## src/c8ic_pkg.sv

```systemverilog
// shared constants, types and font table of the chip-8 instruction core
// no dependencies
package c8ic_pkg;

  localparam int MEM_BYTES   = 4096;
  localparam int ADDR_W      = $clog2(MEM_BYTES);
  localparam int STACK_DEPTH = 16;
  localparam int SP_W        = $clog2(STACK_DEPTH);
  localparam int CNT_W       = $clog2(STACK_DEPTH + 1);
  localparam logic [15:0] START_PC = 16'h0200;
  localparam int FONT_BYTES  = 80;

  // request kinds
  localparam logic [1:0] REQ_EXEC  = 2'd0;
  localparam logic [1:0] REQ_LOAD  = 2'd1;
  localparam logic [1:0] REQ_ROW   = 2'd2;
  localparam logic [1:0] REQ_RESET = 2'd3;

  // result status codes
  localparam logic [2:0] STAT_OK        = 3'd0;
  localparam logic [2:0] STAT_PC_RANGE  = 3'd1;
  localparam logic [2:0] STAT_MCALL     = 3'd2;
  localparam logic [2:0] STAT_UNDERFLOW = 3'd3;
  localparam logic [2:0] STAT_UNKNOWN   = 3'd4;

  // datapath commands
  localparam logic [4:0] CMD_NOP    = 5'd0;
  localparam logic [4:0] CMD_CLEAR  = 5'd1;
  localparam logic [4:0] CMD_LATCH  = 5'd2;
  localparam logic [4:0] CMD_LOAD   = 5'd3;
  localparam logic [4:0] CMD_ROW    = 5'd4;
  localparam logic [4:0] CMD_MRESET = 5'd5;
  localparam logic [4:0] CMD_OOR    = 5'd6;
  localparam logic [4:0] CMD_TICK   = 5'd7;
  localparam logic [4:0] CMD_F1     = 5'd8;
  localparam logic [4:0] CMD_F2     = 5'd9;
  localparam logic [4:0] CMD_RX     = 5'd10;
  localparam logic [4:0] CMD_RY     = 5'd11;
  localparam logic [4:0] CMD_EXEC   = 5'd12;
  localparam logic [4:0] CMD_RET    = 5'd13;
  localparam logic [4:0] CMD_DRAW_A = 5'd14;
  localparam logic [4:0] CMD_DRAW_B = 5'd15;
  localparam logic [4:0] CMD_BCD    = 5'd16;
  localparam logic [4:0] CMD_STORE  = 5'd17;
  localparam logic [4:0] CMD_LD_A   = 5'd18;
  localparam logic [4:0] CMD_LD_B   = 5'd19;
  localparam logic [4:0] CMD_PUSH   = 5'd20;

  typedef struct packed {
    logic [4:0] code;
  } dp_cmd_t;

  typedef struct packed {
    logic        clr_last;
    logic [1:0]  req;
    logic        pc_oor;
    logic [15:0] op;
    logic [3:0]  cnt;
    logic        sp_zero;
    logic        out_busy;
  } dp_stat_t;

  localparam logic [7:0] FONT [0:FONT_BYTES-1] = '{
    8'hF0, 8'h90, 8'h90, 8'h90, 8'hF0, 8'h20, 8'h60, 8'h20, 8'h20, 8'h70,
    8'hF0, 8'h10, 8'hF0, 8'h80, 8'hF0, 8'hF0, 8'h10, 8'hF0, 8'h10, 8'hF0,
    8'h90, 8'h90, 8'hF0, 8'h10, 8'h10, 8'hF0, 8'h80, 8'hF0, 8'h10, 8'hF0,
    8'hF0, 8'h80, 8'hF0, 8'h90, 8'hF0, 8'hF0, 8'h10, 8'h20, 8'h40, 8'h40,
    8'hF0, 8'h90, 8'hF0, 8'h90, 8'hF0, 8'hF0, 8'h90, 8'hF0, 8'h10, 8'hF0,
    8'hF0, 8'h90, 8'hF0, 8'h90, 8'h90, 8'hE0, 8'h90, 8'hE0, 8'h90, 8'hE0,
    8'hF0, 8'h80, 8'h80, 8'h80, 8'hF0, 8'hE0, 8'h90, 8'h90, 8'h90, 8'hE0,
    8'hF0, 8'h80, 8'hF0, 8'h80, 8'hF0, 8'hF0, 8'h80, 8'hF0, 8'h80, 8'h80
  };

  // reset content of one memory byte
  function automatic logic [7:0] boot_byte(input logic [ADDR_W-1:0] a);
    logic [7:0] b;
    b = 8'h00;
    if (a < ADDR_W'(FONT_BYTES)) b = FONT[a[6:0]];
    return b;
  endfunction

endpackage

```

## src/c8ic_ctrl.sv

```systemverilog
// sequencer of the chip-8 instruction core
// depends on c8ic_pkg
module c8ic_ctrl
  import c8ic_pkg::*;
(
  input  logic     clk,
  input  logic     rst,
  input  logic     in_valid,
  output logic     in_ready,
  input  dp_stat_t stat,
  output dp_cmd_t  cmd
);

  localparam logic [4:0] S_CLEAR  = 5'd0;
  localparam logic [4:0] S_IDLE   = 5'd1;
  localparam logic [4:0] S_DISP   = 5'd2;
  localparam logic [4:0] S_F1     = 5'd3;
  localparam logic [4:0] S_F2     = 5'd4;
  localparam logic [4:0] S_RX     = 5'd5;
  localparam logic [4:0] S_RY     = 5'd6;
  localparam logic [4:0] S_EXEC   = 5'd7;
  localparam logic [4:0] S_RET    = 5'd8;
  localparam logic [4:0] S_DRAW_A = 5'd9;
  localparam logic [4:0] S_DRAW_B = 5'd10;
  localparam logic [4:0] S_BCD    = 5'd11;
  localparam logic [4:0] S_STORE  = 5'd12;
  localparam logic [4:0] S_LD_A   = 5'd13;
  localparam logic [4:0] S_LD_B   = 5'd14;
  localparam logic [4:0] S_DONE   = 5'd15;

  logic [4:0] state, state_next;
  logic [3:0] opx, opn;
  logic [7:0] opnn;

  assign opx  = stat.op[11:8];
  assign opn  = stat.op[3:0];
  assign opnn = stat.op[7:0];
  assign in_ready = (state == S_IDLE);

  // state register
  always_ff @(posedge clk) begin
    if (rst) state <= S_CLEAR;
    else     state <= state_next;
  end

  // next state and command
  always_comb begin
    state_next = state;
    cmd.code   = CMD_NOP;
    case (state)
      S_CLEAR: begin
        cmd.code = CMD_CLEAR;
        if (stat.clr_last) state_next = S_IDLE;
      end
      S_IDLE: begin
        if (in_valid) begin
          cmd.code   = CMD_LATCH;
          state_next = S_DISP;
        end
      end
      S_DISP: begin
        state_next = S_DONE;
        case (stat.req)
          REQ_EXEC: begin
            if (stat.pc_oor) cmd.code = CMD_OOR;
            else begin
              cmd.code   = CMD_TICK;
              state_next = S_F1;
            end
          end
          REQ_LOAD: cmd.code = CMD_LOAD;
          REQ_ROW:  cmd.code = CMD_ROW;
          default:  cmd.code = CMD_MRESET;
        endcase
      end
      S_F1: begin
        cmd.code   = CMD_F1;
        state_next = S_F2;
      end
      S_F2: begin
        cmd.code   = CMD_F2;
        state_next = S_RX;
      end
      S_RX: begin
        cmd.code   = CMD_RX;
        state_next = S_RY;
      end
      S_RY: begin
        cmd.code   = CMD_RY;
        state_next = S_EXEC;
      end
      S_EXEC: begin
        cmd.code   = CMD_EXEC;
        state_next = S_DONE;
        if (stat.op == 16'h00EE && !stat.sp_zero) state_next = S_RET;
        if (stat.op[15:12] == 4'hD && opn != 4'h0) state_next = S_DRAW_A;
        if (stat.op[15:12] == 4'hF) begin
          if (opnn == 8'h33) state_next = S_BCD;
          if (opnn == 8'h55) state_next = S_STORE;
          if (opnn == 8'h65) state_next = S_LD_A;
        end
      end
      S_RET: begin
        cmd.code   = CMD_RET;
        state_next = S_DONE;
      end
      S_DRAW_A: begin
        cmd.code   = CMD_DRAW_A;
        state_next = S_DRAW_B;
      end
      S_DRAW_B: begin
        cmd.code   = CMD_DRAW_B;
        state_next = (stat.cnt == opn - 4'd1) ? S_DONE : S_DRAW_A;
      end
      S_BCD: begin
        cmd.code = CMD_BCD;
        if (stat.cnt == 4'd2) state_next = S_DONE;
      end
      S_STORE: begin
        cmd.code = CMD_STORE;
        if (stat.cnt == opx) state_next = S_DONE;
      end
      S_LD_A: begin
        cmd.code   = CMD_LD_A;
        state_next = S_LD_B;
      end
      S_LD_B: begin
        cmd.code   = CMD_LD_B;
        state_next = (stat.cnt == opx) ? S_DONE : S_LD_A;
      end
      S_DONE: begin
        if (!stat.out_busy) begin
          cmd.code   = CMD_PUSH;
          state_next = S_IDLE;
        end
      end
      default: state_next = S_IDLE;
    endcase
  end

endmodule

```

## config.mk

```make
export PLATFORM = sky130hd
export DESIGN_NAME = c8ic_ctrl
export DESIGN_NICKNAME = d
export VERILOG_FILES = /design/src/c8ic_pkg.sv /design/src/c8ic_ctrl.sv
export SDC_FILE = /design/constraint.sdc
export NUM_CORES = 1
export LEC_CHECK = 0
export BUFFER_PORTS_ARGS = -buffer_cell sky130_fd_sc_hd__buf_2
export CAP_MARGIN = 10
export CORE_MARGIN = 5
export CORE_UTILIZATION = 50
export DETAILED_ROUTE_END_ITERATION = 10
export MAX_ROUTING_LAYER = met4
export PLACE_DENSITY = 0.84
export SETUP_SLACK_MARGIN = 0.15
export SLEW_MARGIN = 20
export SYNTH_ARGS = -nofsm -noshare
export SYNTH_HDL_FRONTEND = slang
export SYNTH_SLANG_ARGS = --single-unit
```

## constraint.sdc

```tcl
create_clock -name clk -period 3.2 [get_ports clk]
set_input_delay 0.48 -clock clk [delete_from_list [all_inputs] [get_ports clk]]
set_output_delay 0.48 -clock clk [all_outputs]
set_load 0.01 [all_outputs]
```

==> summary.txt <==
Global routing
  • Total track usage: 0.175
  • Pin count of the biggest net entering global routing: 19
  • First-pass GRT wire length: 3.45 mm
  • Total grt overflow: 0
  • Initial antenna violation count: 0
  • Vias in the first global route: 849

Clock tree
  • Clock latency on the worst-skew pair: 0.23 ns
  • CTS resizes: 0
  • Clock buffer depth: 2
  • Clock transition at path regs: ~0.040 ns
  • H-tree levels: 1
  • Hold_buf cts: 0
  • Sink Count: 4
  • Root buf cell: clkbuf_4
  • CTS Buf Count: 3
  • Setup Fix Bufs, Post-CTS: 0
  • CTS tree: built

Layout
  • Fillers: 129
  • Antenna cells: 0
  • Biggest regs: state x4
  • Total Nets Final: 175
  • Largest register FFs: 4
  • Biggest register: state
  • Area delta synth->final: 24.1%
  • Share of post-route cells with drive strength above 1: 0.302

Power and ir drop
  • Clock power share: 0.277
  • Net Sw Frac: 0.351
  • Comb pwr share: 0.445
  • Peak VDD IR: ~0.00018 V
  • PwrDens: 226 nW/um2
  • Switching pwr: 0.0771 mW
  • Seq pwr share: 0.279
  • Pint: 0.143 mW
  • LEAKAGE: approximately 0.41 nW

Route
  • DR pass1 iterations: 4
  • Final WL: 2.09 mm
  • Via count: 921
  • Drt first-iter violations: 18
  • Final ANT Viol Nets: 0
  • Drt via density: 5.94
  • WL per Instance: approximately 13 um
  • DRC Markers: 0

Synthesis
  • Number of synthesized register bits: 4
  • Post-Syn Area: 783 um2
  • Mapped Cells: 108
  • Mapped Avg Cell Area: 7.25 um2
  • Yosys warns: 0
  • Cell variety after synth: 40
  • Syn nets: 142
  • Seq/Total Area, Yosys: 0.102

Setup path
  • Crit path to: cmd[2]
  • WP data required: 2.72 ns
  • Crit Path Max Fanout: 17
  • Worst setup EP type: output pin
  • Worst Setup SP: state[2]
  • Register-to-Register Path Depth: 6
  • Setup slack, reg-to-reg: 1.27 ns
  • Startpoint types: flop
  • Critical path type: reg -> out
  • FF-to-FF Start: state[0]
  • Worst Path Arrival: approximately 1.6 ns
  • Worst reg2reg path endpoint: state[3]

STA
  • Shortest period the worst path allows: 2.09 ns
  • Fin. max-slew vios: 0
  • Setup TNS: 0 ns
  • Actual slew at the worst max-slew pin: 0.554 ns
  • Period utilization: 0.652
  • Clock skew: 0.00316 ns
  • Maximum clock rate: 0.479 GHz
  • Final Hold Viols: 0
  • Unrepaired setup endpoints after global routing: no
  • Final WS setup: approximately 1.1 ns
  • Tightest slew margin relative to the limit: 0.630
  • Setup violators final: 0

Flow run
  • Max-cap violations: 0

Floorplan
  • Die H: 49.6 um
  • Core area: around 1500 um2
  • Io pins: 35
  • Die Width: 49.6 um
  • Die ar.: 2460 um2
  • Starting density of the core: 0.526
  • Site Rows: 14

Status
  • Status: completed

Hold path
  • Worst hold path class: in -> reg

Placed design
  • Setup slack at placement: roughly 0.9 ns
  • RD Place Congestion: around 0.83
  • Input/output buffers: 34
  • Detail Placement HPWL: between 1.5 and 2 mm
==> logic make-up (layout without fill, tap and decap cells) <==
group | Yosys count | count (layout) | share of synthesized area
xor+xnor | 12 | 12 | 0.134
compound gates | 25 | 25 | 0.222
fa+ha+maj | 5 | 5 | 0.0799
mux | 1 | 1 | 0.0144
simple gates | 51 | 51 | 0.398
buf+inv | 10 | 41 | 0.0495
flops | 4 | 4 | 0.102
==> critical path, stage by stage (launching register included) <==
cell and delay (ns):
dfxtp_1 0.62, inv_1 0.18, nor2_1 0.28, nand2_1 0.07, o21ai_0 0.07, buf_2 0.15
==> cell usage after synthesis <==
cell type,instances,area (um2)
nor4b_1,1,8.76
o32ai_1,1,8.76
and2_1,1,6.26
o21ai_2,1,8.76
nor2b_1,2,12.5
o21ai_0,8,40.0
a41oi_1,1,8.76
nand2_1,11,41.3
nor2_1,10,37.5
or4b_4,2,27.5
ha_1,5,62.6
clkbuf_1,5,18.8
mux2_2,1,11.3
nand3_1,2,10.0
a21o_1,1,7.51
inv_1,4,15.0
a21oi_1,2,10.0
nand4_1,2,12.5
a211oi_1,4,30.0
a22o_1,1,8.76
dfxtp_1,4,80.1
and3_1,1,6.26
nand2b_1,2,12.5
nor4bb_1,1,10.0
xor2_1,2,17.5
nor4_4,1,21.3
a31oi_1,1,6.26
nand4b_1,2,17.5
a32o_1,1,10.0
a221oi_1,1,8.76
a22oi_1,1,7.51
nor4_1,4,25.0
nor3b_1,2,15.0
or4b_1,1,10.0
and4_1,2,17.5
o311a_1,1,10.0
buf_2,1,5.00
o41ai_1,1,8.76
nor3_1,4,20.0
xnor2_1,10,87.6
==> worst min path at each step <==
| stage | slack [ns] | cells after the start | start | endpoint |
|---|---|---|---|---|
| 2_1_floorplan | 0.55 | 1 | rst | state[0] |
| 4_1_cts | 0.46 | 2 | rst | state[0] |
| 3_3_place_gp | 0.65 | 2 | state[1] | state[3] |
| 5_1_grt | 0.47 | 2 | rst | state[3] |
| 6_report | 0.47 | 2 | rst | state[0] |
| 3_5_place_dp | 0.67 | 2 | state[1] | state[3] |
==> placed cells by master, fill, tap and decap left out, types with 2 or more instances in the layout <==
master | netlist | layout
clkbuf_4 | 0 | 3
and4_1 | 2 | 2
nand3_1 | 2 | 2
o21ai_0 | 8 | 8
a21oi_1 | 2 | 2
dfxtp_1 | 4 | 4
nand4b_1 | 2 | 2
nor3b_1 | 2 | 2
inv_1 | 4 | 4
buf_2 | 1 | 34
a211oi_1 | 4 | 4
xnor2_1 | 10 | 10
nor4_1 | 4 | 4
nor2_1 | 10 | 10
nand2b_1 | 2 | 2
xor2_1 | 2 | 2
nand4_1 | 2 | 2
nor3_1 | 4 | 4
nor2b_1 | 2 | 2
ha_1 | 5 | 5
or4b_4 | 2 | 2
nand2_1 | 11 | 11
==> layout make-up <==
| type | count | area (um2) | share of cell area |
|---|---|---|---|
| clock buffers | 3 | 22.5 | 0.0232 |
| inverters | 4 | 15.0 | 0.0154 |
| multi-input cells | 94 | 664 | 0.683 |
| flip-flops and latches | 4 | 80.1 | 0.0824 |
| well taps | 16 | 20.0 | 0.0206 |
| repair buffers | 34 | 170 | 0.175 |
==> metrics by stage <==
stage                      util  cells  hold slack, ns  power (mW)  area [um2]
after CTS                 0.653    155           0.463       0.222         972
after detailed placement  0.638    152           0.674       0.160         950
final                     0.653    155           0.474       0.220         972
after floorplan               -    108           0.553       0.117         783
after global routing      0.653    155           0.470       0.242         972
after global placement    0.638    152           0.655       0.157         950
==> power groups by stage <==
stage          clock network, mW  registers, mW  logic [mW]
6_report                  0.0608         0.0613      0.0978
5_1_grt                   0.0710         0.0626       0.108
4_1_cts                   0.0632         0.0612      0.0979
3_5_place_dp                   0         0.0620      0.0976
3_3_place_gp                   0         0.0620      0.0951
2_1_floorplan                  0         0.0553      0.0616
==> layer usage <==
metal / share of wire / up-vias / GRT usage
li1: - / 464 / -
met1: 0.43 / 410 / 0.201
met2: 0.47 / 41 / 0.275
met3: 0.076 / 6 / 0.0602
met4: 0.030 / 0 / 0.0699
met5: 0 / - / -
Note: power is estimated with default switching activity, not from simulation.
